==> config.mk <==
export PLATFORM = sky130hd
export DESIGN_NAME = uvs_mul
export DESIGN_NICKNAME = d
export VERILOG_FILES = /design/src/uvs_pkg.sv /design/src/uvs_mul.sv
export SDC_FILE = /design/constraint.sdc
export NUM_CORES = 2
export LEC_CHECK = 0
export BUFFER_PORTS_ARGS = -buffer_cell sky130_fd_sc_hd__buf_2
export CAP_MARGIN = 10
export CORE_ASPECT_RATIO = 1.2
export CORE_MARGIN = 10
export CORE_UTILIZATION = 67
export CTS_CLUSTER_DIAMETER = 200
export DETAILED_ROUTE_END_ITERATION = 16
export PLACE_DENSITY = 0.86
export SYNTH_ARGS = -nofsm -noshare
export SYNTH_HDL_FRONTEND = slang
export SYNTH_SLANG_ARGS = --single-unit
==> constraint.sdc <==
create_clock -name clk -period 10.1 [get_ports clk]
set_input_delay 1.01 -clock clk [delete_from_list [all_inputs] [get_ports clk]]
set_output_delay 1.01 -clock clk [all_outputs]
set_load 0.01 [all_outputs]
==> src/uvs_pkg.sv <==
// ----------------------------------------------------------------------------
// uvs_pkg: shared types and constants of the uv sphere mesh generator
// Fixed-point angle constants, cordic arctangent table, state codes.
// ----------------------------------------------------------------------------
`default_nettype none

package uvs_pkg;

	// default sizing of the top level
	localparam int MAX_LAT_DEF      = 256;
	localparam int MAX_LON_DEF      = 256;
	localparam int CORDIC_STEPS_DEF = 16;

	// field widths
	localparam int CNT_W   = 9;
	localparam int IDX_W   = 17;
	localparam int POS_W   = 32;
	localparam int NRM_W   = 16;
	localparam int TEX_W   = 17;
	localparam int RAD_W   = 31;
	localparam int ANG_W   = 25;   // unsigned degrees q16.16 below 360
	localparam int ZW      = 26;   // signed residual angle
	localparam int CV_W    = 33;   // cordic x/y datapath
	localparam int NUM_W   = 34;   // divider numerator / quotient
	localparam int TDATA_W = 200;
	localparam int CFG_W   = 32;
	localparam int CFGA_W  = 3;

	// angles in degrees q16.16
	localparam logic [ANG_W-1:0] DEG_QUARTER = 25'd5898240;
	localparam logic [ANG_W-1:0] DEG_HALF    = 25'd11796480;
	localparam logic [ANG_W-1:0] DEG_THREE   = 25'd17694720;
	localparam logic [ANG_W-1:0] DEG_FULL    = 25'd23592960;
	localparam logic signed [CV_W-1:0] CORDIC_GAIN = 33'sd652032874;

	// configuration register indexes
	typedef enum logic [CFGA_W-1:0] {
		REG_LAT = 3'd0,
		REG_LON = 3'd1,
		REG_RAD = 3'd2,
		REG_CX  = 3'd3,
		REG_CY  = 3'd4,
		REG_CZ  = 3'd5
	} cfg_reg_t;

	// sequence phases
	typedef enum logic [1:0] {
		PH_RING = 2'd0,
		PH_POLE = 2'd1,
		PH_TRI  = 2'd2
	} phase_t;

	// arctangent of 2^-i in degrees q16.16
	function automatic logic signed [ZW-1:0] atan_deg(input logic [4:0] i);
		logic signed [ZW-1:0] r;
		case (i)
			5'd0:  r = 26'sd2949120;
			5'd1:  r = 26'sd1740967;
			5'd2:  r = 26'sd919879;
			5'd3:  r = 26'sd466945;
			5'd4:  r = 26'sd234379;
			5'd5:  r = 26'sd117304;
			5'd6:  r = 26'sd58666;
			5'd7:  r = 26'sd29335;
			5'd8:  r = 26'sd14668;
			5'd9:  r = 26'sd7334;
			5'd10: r = 26'sd3667;
			5'd11: r = 26'sd1833;
			5'd12: r = 26'sd917;
			5'd13: r = 26'sd458;
			5'd14: r = 26'sd229;
			5'd15: r = 26'sd115;
			5'd16: r = 26'sd57;
			5'd17: r = 26'sd29;
			5'd18: r = 26'sd14;
			5'd19: r = 26'sd7;
			5'd20: r = 26'sd4;
			5'd21: r = 26'sd2;
			5'd22: r = 26'sd1;
			default: r = 26'sd0;
		endcase
		return r;
	endfunction

endpackage

`default_nettype wire

==> src/uvs_mul.sv <==
// ----------------------------------------------------------------------------
// uvs_mul: shared signed multiplier
// 32 x 32 signed product, registered.
// ----------------------------------------------------------------------------
`default_nettype none

module uvs_mul
	import uvs_pkg::*;
(
	input  wire logic                      clk,
	input  wire logic                      en,
	input  wire logic signed [POS_W-1:0]   a,
	input  wire logic signed [POS_W-1:0]   b,
	output logic signed [2*POS_W-1:0]      p_s1
);

	always_ff @(posedge clk) begin
		if (en) begin
			p_s1 <= a * b;
		end
	end

endmodule

`default_nettype wire

==> results.yml <==
floorplanning:
  dieArea_um2: 66500
  core_area_um2: 56000
  boundaryPins: 130
  initial_core_util_pct: 67.7
  rows: 95
  chipWidth_um: 237
  die_y_um: 280
route:
  finalWirelength_um: 103000
  drc: 0
  drt_iter0_markers: 2047
  drt-pass1-iter-count: 6
  drtAntennaViolNets: 0
  num_vias: 27000
  drt-wirelength-per-cell_um: 22.5
  vias_per_cell: 5.90
setup_path:
  cp_max_fo: 32
  crit_buf_inv: 6
  cp.arrival_ns: 9.08
  required_ns: 10.19
  cpMostUsedCell: "fa_1"
  crit_slowest_cell: "fa_1"
  worstSetupPathDepth: 23
  critPathKind: "in2reg"
  path_delay_family: "adder cells"
  critPathLaunchType: "input port"
  critPathCaptureType: "register"
  max_stage_delay_ns: 0.81
  crit_chain: "buf_2 > nand2_1 > fa_1 > fa_1 > inv_1 > fa_1 > fa_1 > inv_1 > fa_1 > inv_1 > fa_1 > inv_1 > fa_1 > inv_1 > fa_1 > ha_1 > and3_1 > nand2_1 > or3_1 > o211ai_1 > a31oi_1 > o31ai_1 > xor2_1"
logic_synthesis:
  synth-edff-count: 64
  synth_seq_cells: 64
  syn_avg_cell_area_um2: 9.75
  yosysSeqAreaShare_pct: 5.07
  syn-cell-area_um2: 37900
  synthCells: 3884
  synth.distinct_cells: 63
  syn_nets: 5216
  async_flop_share_pct: 0
  yosys_warnings: 0
  synth_top_flop_cell: "edfxtp_1"
sta:
  setup-tns-final_ns: 0
  relSlewSlack_pct: 41.8
  min_period_over_period_pct: 89.0
  finalCriticalPeriod_ns: 8.99
  max_freq_mhz: 111
  hold_viol: 0
  drv_slew: 0
  worst_pin_slew_ns: 0.873
  rsz0062_at_grt: "no"
  setup_viol: 0
cts:
  path_clk_slew_ns: 0.06
  clockRootBuffer: "clkbuf_16"
  cts_tree: "built"
  cts_resized: 0
  clock_path_buffers: 2
  numCtsBuffers: 9
  post_cts_buffers: 0
  cts.sinks: 64
  cts_max_level: 3
  cts_hold_buf: 0
global_routing:
  antenna_found_initial: 1
  grt_use_total_pct: 32.6
  grt_pass1_wl_um: 166000
  grt_max_degree: 65
  overflow: 0
  first_global_vias: 31100
placement:
  dp_hpwl_um: 84500
  portBuffers: 129
  globalplace.congestion: 0.936
layout:
  diodes: 0
  final_common_cell: "fa_1"
  largest_register: "p_s1"
  final_cell_mix: "fa_1 (1082), inv_1 (952), and2_1 (516), nand2_1 (511), ha_1 (184)"
  syn_to_final_growth_pct: 3.21
  largest_reg_flops: 64
  final_nets: 5171
  drive_above_1_share_pct: 4.73
  biggestRegsByFlops: "p_s1: 64 flops"
hold_path:
  min_path_type: "in2reg"
  holdPathStages: 2
status:
  run_status: "finished clean"
run:
  maxCapViolations: 0
final timing paths:
check             from  endpoint  slack (ns)
hold / removal      en  p_s1[12]        1.38
setup / recovery  b[8]  p_s1[62]        1.11
layout make-up:
| cell class | count | area, um2 |
|---|---|---|
| multi-input combinational | 2668 | 31600 |
| fill | 3908 | 16900 |
| inverter | 952 | 3570 |
| sequential | 64 | 1920 |
| tap | 727 | 910 |
| timing repair buffer | 144 | 758 |
| clock buffer | 9 | 225 |
| clock inverter | 7 | 77.6 |
cells in the mapped netlist, types with 3 or more instances:
cell type / count / area share [%]
a211oi_1: 4 / 0.079
a211oi_2: 3 / 0.099
a21boi_0: 3 / 0.059
a21o_1: 23 / 0.46
a21oi_1: 68 / 0.90
a31oi_1: 12 / 0.20
and2_1: 516 / 8.5
and3_1: 7 / 0.12
and4_1: 3 / 0.069
buf_2: 3 / 0.040
clkbuf_1: 195 / 1.9
edfxtp_1: 64 / 5.1
fa_1: 1082 / 57
ha_1: 184 / 6.1
inv_1: 952 / 9.4
nand2_1: 511 / 5.1
nand2b_1: 9 / 0.15
nand3_1: 15 / 0.20
nand4_1: 7 / 0.12
nor2_1: 42 / 0.42
nor2b_1: 3 / 0.050
nor3_1: 6 / 0.079
o211ai_1: 3 / 0.059
o21a_1: 4 / 0.079
o21ai_0: 28 / 0.37
o21bai_1: 15 / 0.30
o31ai_1: 6 / 0.12
or3_1: 4 / 0.066
xnor2_1: 53 / 1.2
xor2_1: 22 / 0.51
through the flow:
step	utilization, %	hold WS (ns)	instance area, um2	worst slack [ns]	cells
CTS	69.8	1.35	39100	1.21	4571
detailed placement	69.3	1.42	38800	0.867	4555
global route	69.8	1.40	39100	0.773	4571
finish	69.8	1.38	39100	1.11	4571
floorplan	-	1.12	37900	1.69	3884
global placement	69.3	1.43	38800	1.03	4555
cell families after synthesis:
kind of cell / Yosys count / share of synthesized area, %
compound gates: 193 / 3.41
flops: 64 / 5.07
xor+xnor: 75 / 1.73
simple gates: 1134 / 15.1
buf+inv: 1152 / 11.4
fa+ha+maj: 1266 / 63.3
metal layers:
metal / vias up / wire (um) / global-route usage [%]
met5: - / 11 / 0
met3: 568 / 7450 / 5.08
met4: 2 / 11100 / 28.3
li1: 11000 / - / -
met2: 1499 / 53600 / 56.5
met1: 13900 / 30800 / 34.0
Power is not shown: default switching activity piles up to over one toggle a cycle in this logic, so the estimate is an artifact.
