`src/uvs_pkg.sv`:
```
// ----------------------------------------------------------------------------
// uvs_pkg: shared types and constants of the uv sphere mesh generator
// Fixed-point angle constants, cordic arctangent table, state codes.
// ----------------------------------------------------------------------------
`default_nettype none

package uvs_pkg;

	// default sizing of the top level
	localparam int MAX_LAT_DEF      = 256;
	localparam int MAX_LON_DEF      = 256;
	localparam int CORDIC_STEPS_DEF = 16;

	// field widths
	localparam int CNT_W   = 9;
	localparam int IDX_W   = 17;
	localparam int POS_W   = 32;
	localparam int NRM_W   = 16;
	localparam int TEX_W   = 17;
	localparam int RAD_W   = 31;
	localparam int ANG_W   = 25;   // unsigned degrees q16.16 below 360
	localparam int ZW      = 26;   // signed residual angle
	localparam int CV_W    = 33;   // cordic x/y datapath
	localparam int NUM_W   = 34;   // divider numerator / quotient
	localparam int TDATA_W = 200;
	localparam int CFG_W   = 32;
	localparam int CFGA_W  = 3;

	// angles in degrees q16.16
	localparam logic [ANG_W-1:0] DEG_QUARTER = 25'd5898240;
	localparam logic [ANG_W-1:0] DEG_HALF    = 25'd11796480;
	localparam logic [ANG_W-1:0] DEG_THREE   = 25'd17694720;
	localparam logic [ANG_W-1:0] DEG_FULL    = 25'd23592960;
	localparam logic signed [CV_W-1:0] CORDIC_GAIN = 33'sd652032874;

	// configuration register indexes
	typedef enum logic [CFGA_W-1:0] {
		REG_LAT = 3'd0,
		REG_LON = 3'd1,
		REG_RAD = 3'd2,
		REG_CX  = 3'd3,
		REG_CY  = 3'd4,
		REG_CZ  = 3'd5
	} cfg_reg_t;

	// sequence phases
	typedef enum logic [1:0] {
		PH_RING = 2'd0,
		PH_POLE = 2'd1,
		PH_TRI  = 2'd2
	} phase_t;

	// arctangent of 2^-i in degrees q16.16
	function automatic logic signed [ZW-1:0] atan_deg(input logic [4:0] i);
		logic signed [ZW-1:0] r;
		case (i)
			5'd0:  r = 26'sd2949120;
			5'd1:  r = 26'sd1740967;
			5'd2:  r = 26'sd919879;
			5'd3:  r = 26'sd466945;
			5'd4:  r = 26'sd234379;
			5'd5:  r = 26'sd117304;
			5'd6:  r = 26'sd58666;
			5'd7:  r = 26'sd29335;
			5'd8:  r = 26'sd14668;
			5'd9:  r = 26'sd7334;
			5'd10: r = 26'sd3667;
			5'd11: r = 26'sd1833;
			5'd12: r = 26'sd917;
			5'd13: r = 26'sd458;
			5'd14: r = 26'sd229;
			5'd15: r = 26'sd115;
			5'd16: r = 26'sd57;
			5'd17: r = 26'sd29;
			5'd18: r = 26'sd14;
			5'd19: r = 26'sd7;
			5'd20: r = 26'sd4;
			5'd21: r = 26'sd2;
			5'd22: r = 26'sd1;
			default: r = 26'sd0;
		endcase
		return r;
	endfunction

endpackage

`default_nettype wire

```
`src/uvs_div.sv`:
```
// ----------------------------------------------------------------------------
// uvs_div: restoring divider
// One quotient bit per cycle, narrow divisor.
// ----------------------------------------------------------------------------
`default_nettype none

module uvs_div
	import uvs_pkg::*;
(
	input  wire logic              clk,
	input  wire logic              arst_n,
	input  wire logic              start,
	input  wire logic [NUM_W-1:0]  num,
	input  wire logic [CNT_W-1:0]  den,
	output logic                   done,
	output logic [NUM_W-1:0]       quot
);

	logic [NUM_W-1:0] work_q;
	logic [CNT_W-1:0] rem_q, den_q;
	logic [5:0]       cnt_q;
	logic             busy_q, done_q;
	logic [CNT_W:0]   trial;
	logic             qbit;

	assign trial = {rem_q, work_q[NUM_W-1]};
	assign qbit  = trial >= {1'b0, den_q};

	always_ff @(posedge clk or negedge arst_n) begin
		if (!arst_n) begin
			busy_q <= 1'b0;
			done_q <= 1'b0;
			cnt_q  <= '0;
		end else if (start) begin
			busy_q <= 1'b1;
			done_q <= 1'b0;
			cnt_q  <= 6'(NUM_W);
		end else if (busy_q) begin
			if (cnt_q == 6'd1) begin
				busy_q <= 1'b0;
				done_q <= 1'b1;
			end
			cnt_q <= cnt_q - 6'd1;
		end else begin
			done_q <= 1'b0;
		end
	end

	always_ff @(posedge clk) begin
		if (start) begin
			work_q <= num;
			rem_q  <= '0;
			den_q  <= den;
		end else if (busy_q) begin
			rem_q  <= qbit ? CNT_W'(trial - {1'b0, den_q}) : CNT_W'(trial);
			work_q <= {work_q[NUM_W-2:0], qbit};
		end
	end

	assign done = done_q;
	assign quot = work_q;

endmodule

`default_nettype wire

```
`config.mk`:
```
export PLATFORM = sky130hd
export DESIGN_NAME = uvs_div
export DESIGN_NICKNAME = d
export VERILOG_FILES = /design/src/uvs_pkg.sv /design/src/uvs_div.sv
export SDC_FILE = /design/constraint.sdc
export NUM_CORES = 1
export LEC_CHECK = 0
export ABC_AREA = 1
export BUFFER_PORTS_ARGS = -buffer_cell sky130_fd_sc_hd__buf_4
export CORE_UTILIZATION = 54
export CTS_BUF_LIST = sky130_fd_sc_hd__clkbuf_4 sky130_fd_sc_hd__clkbuf_8
export CTS_CLUSTER_SIZE = 12
export DETAILED_ROUTE_END_ITERATION = 6
export PLACE_DENSITY = 0.82
export SYNTH_ARGS = -nofsm -noshare
export SYNTH_HDL_FRONTEND = slang
export SYNTH_SLANG_ARGS = --single-unit
```
`constraint.sdc`:
```
create_clock -name clk -period 2.23 [get_ports clk]
set_input_delay 0.223 -clock clk [delete_from_list [all_inputs] [get_ports clk]]
set_output_delay 0.223 -clock clk [all_outputs]
set_load 0.02 [all_outputs]
```
==> flow_summary.toml <==
[status]
status = "completed"

[clock_tree]
cts_buffers = 9
cts.sinks = 60
cts_root_buf = "clkbuf_8"
path_clk_slew_ns = 0.07
cts_setup_buffers = 0
clockBufferDepth = 2
cts_max_level = 3
clk_latency_ns = 0.33
cts_tree = "done"

[routing]
routed_wl_um = 6860
drtAntennaViolNets = 0
wire_per_inst_um = 13.50
met3_length_um = 469
vias = 2546
drc = 0
drt_iter0_markers = 148
routed_via_density = 5.012
dr.pass1.iters = 5
wl_met1_um = 2870
wl_met2_um = 3395
highest_layer = "met4"

[synth]
ys_warn_count = 0
synth_top_area_share_pct = 42.61
synthCells = 345
async_flop_share_pct = 13.33
synth_seq_cells = 60
synth_edf_count = 43
syn-num-nets = 403
synth_area_leader_cell = "edfxtp_1"
ys_top_cells_by_area = "edfxtp_1 (43%), nand2_1 (18%), dfrtp_1 (6.6%), dfxtp_1 (5.9%), inv_1 (5.0%)"
synthMostInstantiatedCell = "nand2_1"
avgSynthCellArea_um2 = 8.784
seq_area_frac_synth_pct = 55.16
synthFlopType = "edfxtp_1"
ys_top_cells_by_count = "nand2_1 (146), edfxtp_1 (43), inv_1 (40)"
syn-cell-area_um2 = 3030
ys_types = 29

[min_path]
whs_path_depth = 1
worstHoldStart = "den[2]"
holdPathEnd = "den_q[2]"
min_path_type = "in2reg"

[finish]
syn_to_final_growth_pct = 29.27
drive_gt1_share_pct = 26.26
n_antenna_cell = 0
nNetsFinal = 491
fillers = 403

[worst_setup_path]
critPathCaptureType = "flop"
path_max_fanout = 9
worstPathRequired_ns = 2.48
critPathKind = "reg2reg"
cp.arrival_ns = 2.24
r2r-end = "rem_q[3]"
r2r_cells = 11
reg2reg_from = "quot[33]"
start_kind = "flop"
r2r_slack_ns = 0.24

[pwr]
p_per_area_nw_per_um2 = 917.5
swShare_pct = 33.72
p_int_mw = 2.382
ir_drop_mv = 0.4872
seqPwrFrac_pct = 41.1
p_leak_nw = 2.020
power_frac_clock_pct = 25.7
power_mw = 3.594
p_comb_share_pct = 33.3
p_switching_mw = 1.212

[place]
gp_congestion = 0.8496
io_buffers = 80
dp_hpwl_um = 4931

[die]
die_area_um2 = 5915
dieWidth_um = 76.91
core_area_um2 = 5270
start_util_pct = 57.50
ioPinCount = 81
rows = 26
die_h_um = 76.91

[flow_run]
cap_violations = 0

[grt]
grt_first_pass_wirelength_um = 11590
grt.total_usage_pct = 25.41
grt_pass1_vias = 2557
antenna_found_initial = 0
grt_max_degree = 48
grt_remaining_overflow = 0

[timing]
finalHoldViolCount = 0
fmax_mhz = 502.7
max_slew_margin_pct = 66.06
tns_ns = 0
rsz0062_at_grt = "false"
tightest_slew_ns = 0.5090
fin_crit_sh_pct = 89.20
slew_viol_final = 0
finalSetupViolCount = 0
finClkSkew_ns = 0.007123
fin_crit_ns = 1.989
-- final cells by class --
type | instances | area (um^2) | area share, %
inverters | 40 | 150.1 | 3.833
clock inverters | 6 | 55.05 | 1.405
repair buffers | 88 | 675.6 | 17.25
clock buffers | 10 | 131.4 | 3.354
multi-input cells | 234 | 1146 | 29.26
well taps | 70 | 87.58 | 2.236
flip-flops and latches | 60 | 1672 | 42.67
-- how the worst max path moves through the flow --
stage	start	to	cells past startpoint
3_5_place_dp	quot[33]	rem_q[0]	11
5_1_grt	quot[33]	rem_q[0]	11
6_report	quot[33]	rem_q[3]	11
4_1_cts	quot[33]	rem_q[2]	11
3_3_place_gp	quot[33]	rem_q[8]	11
2_1_floorplan	quot[33]	rem_q[2]	11
-- cells by family after synthesis --
| family | synth area share [%] |
|---|---|
| fa+ha+maj | 5.202 |
| flops | 55.16 |
| simple gates | 27.95 |
| buf+inv | 7.184 |
| compound gates | 3.634 |
| xor+xnor | 0.8672 |
-- worst max-delay path, stage by stage, from the launching register on --
cell      delay, ns
edfxtp_1       0.38
inv_1          0.10
ha_1           0.16
inv_1          0.06
fa_1           0.43
nand2_1        0.13
nand3_2        0.10
nand2_4        0.14
nand2_2        0.15
nand2_1        0.11
nand3_1        0.07
o21ai_0        0.07
-- flip-flops by register name, summed over array words and instances, names as in the netlist --
register and count:
cnt_q 6, den_q 9, rem_q 9, quot 34, busy_q 1, done 1
-- layer usage --
| layer | track usage, % | vias to the layer above |
|---|---|---|
| met5 | 0 | - |
| met1 | 32.15 | 1168 |
| met4 | 11.54 | 0 |
| met2 | 41.16 | 78 |
| li1 | - | 1288 |
| met3 | 6.190 | 12 |
-- placed cells by master, fill, tap and decap left out, drive strengths merged, types with 2 or more instances in the layout --
master | synthesis | routed
nor4 | 2 | 2
nor3 | 2 | 2
clkbuf | 4 | 10
nor2 | 13 | 13
xnor2 | 3 | 3
ha | 11 | 11
edfxtp | 43 | 43
buf | 7 | 87
inv | 40 | 40
nand3b | 3 | 3
nand3 | 27 | 27
dfxtp | 9 | 9
dfrtp | 8 | 8
clkinv | 0 | 4
o21ai | 9 | 9
a21oi | 8 | 8
nand2 | 151 | 151
-- repair_timing --
item                                    4_1_cts  5_1_grt
hold buffers                                  1        0
hold endpoints to repair                      8        0
gates resized for setup                       0        1
endpoints found under the setup margin        0        3
-- power by group through the flow --
stage               sequential [mW]  combinational, mW  clock, mW
finish                         1.48               1.20      0.922
CTS                            1.48               1.19      0.940
floorplan                      1.56              0.764          0
global route                   1.50               1.33      0.996
global placement               1.49               1.14          0
detailed placement             1.49               1.17          0
-- through the flow --
step	setup slack [ns]	utilization [%]	instances	hold slack, ns	instance area (um^2)
final	0.2409	74.34	508	0.07077	3918
after global routing	0.06690	74.34	508	0.04819	3918
after CTS	0.1864	74.24	508	0.05939	3913
after detailed placement	0.2210	70.51	491	0.04411	3716
after global placement	0.3034	70.51	491	0.04548	3716
after floorplan	0.2921	-	345	-0.07259	3030
(Power assumes the default switching activity.)
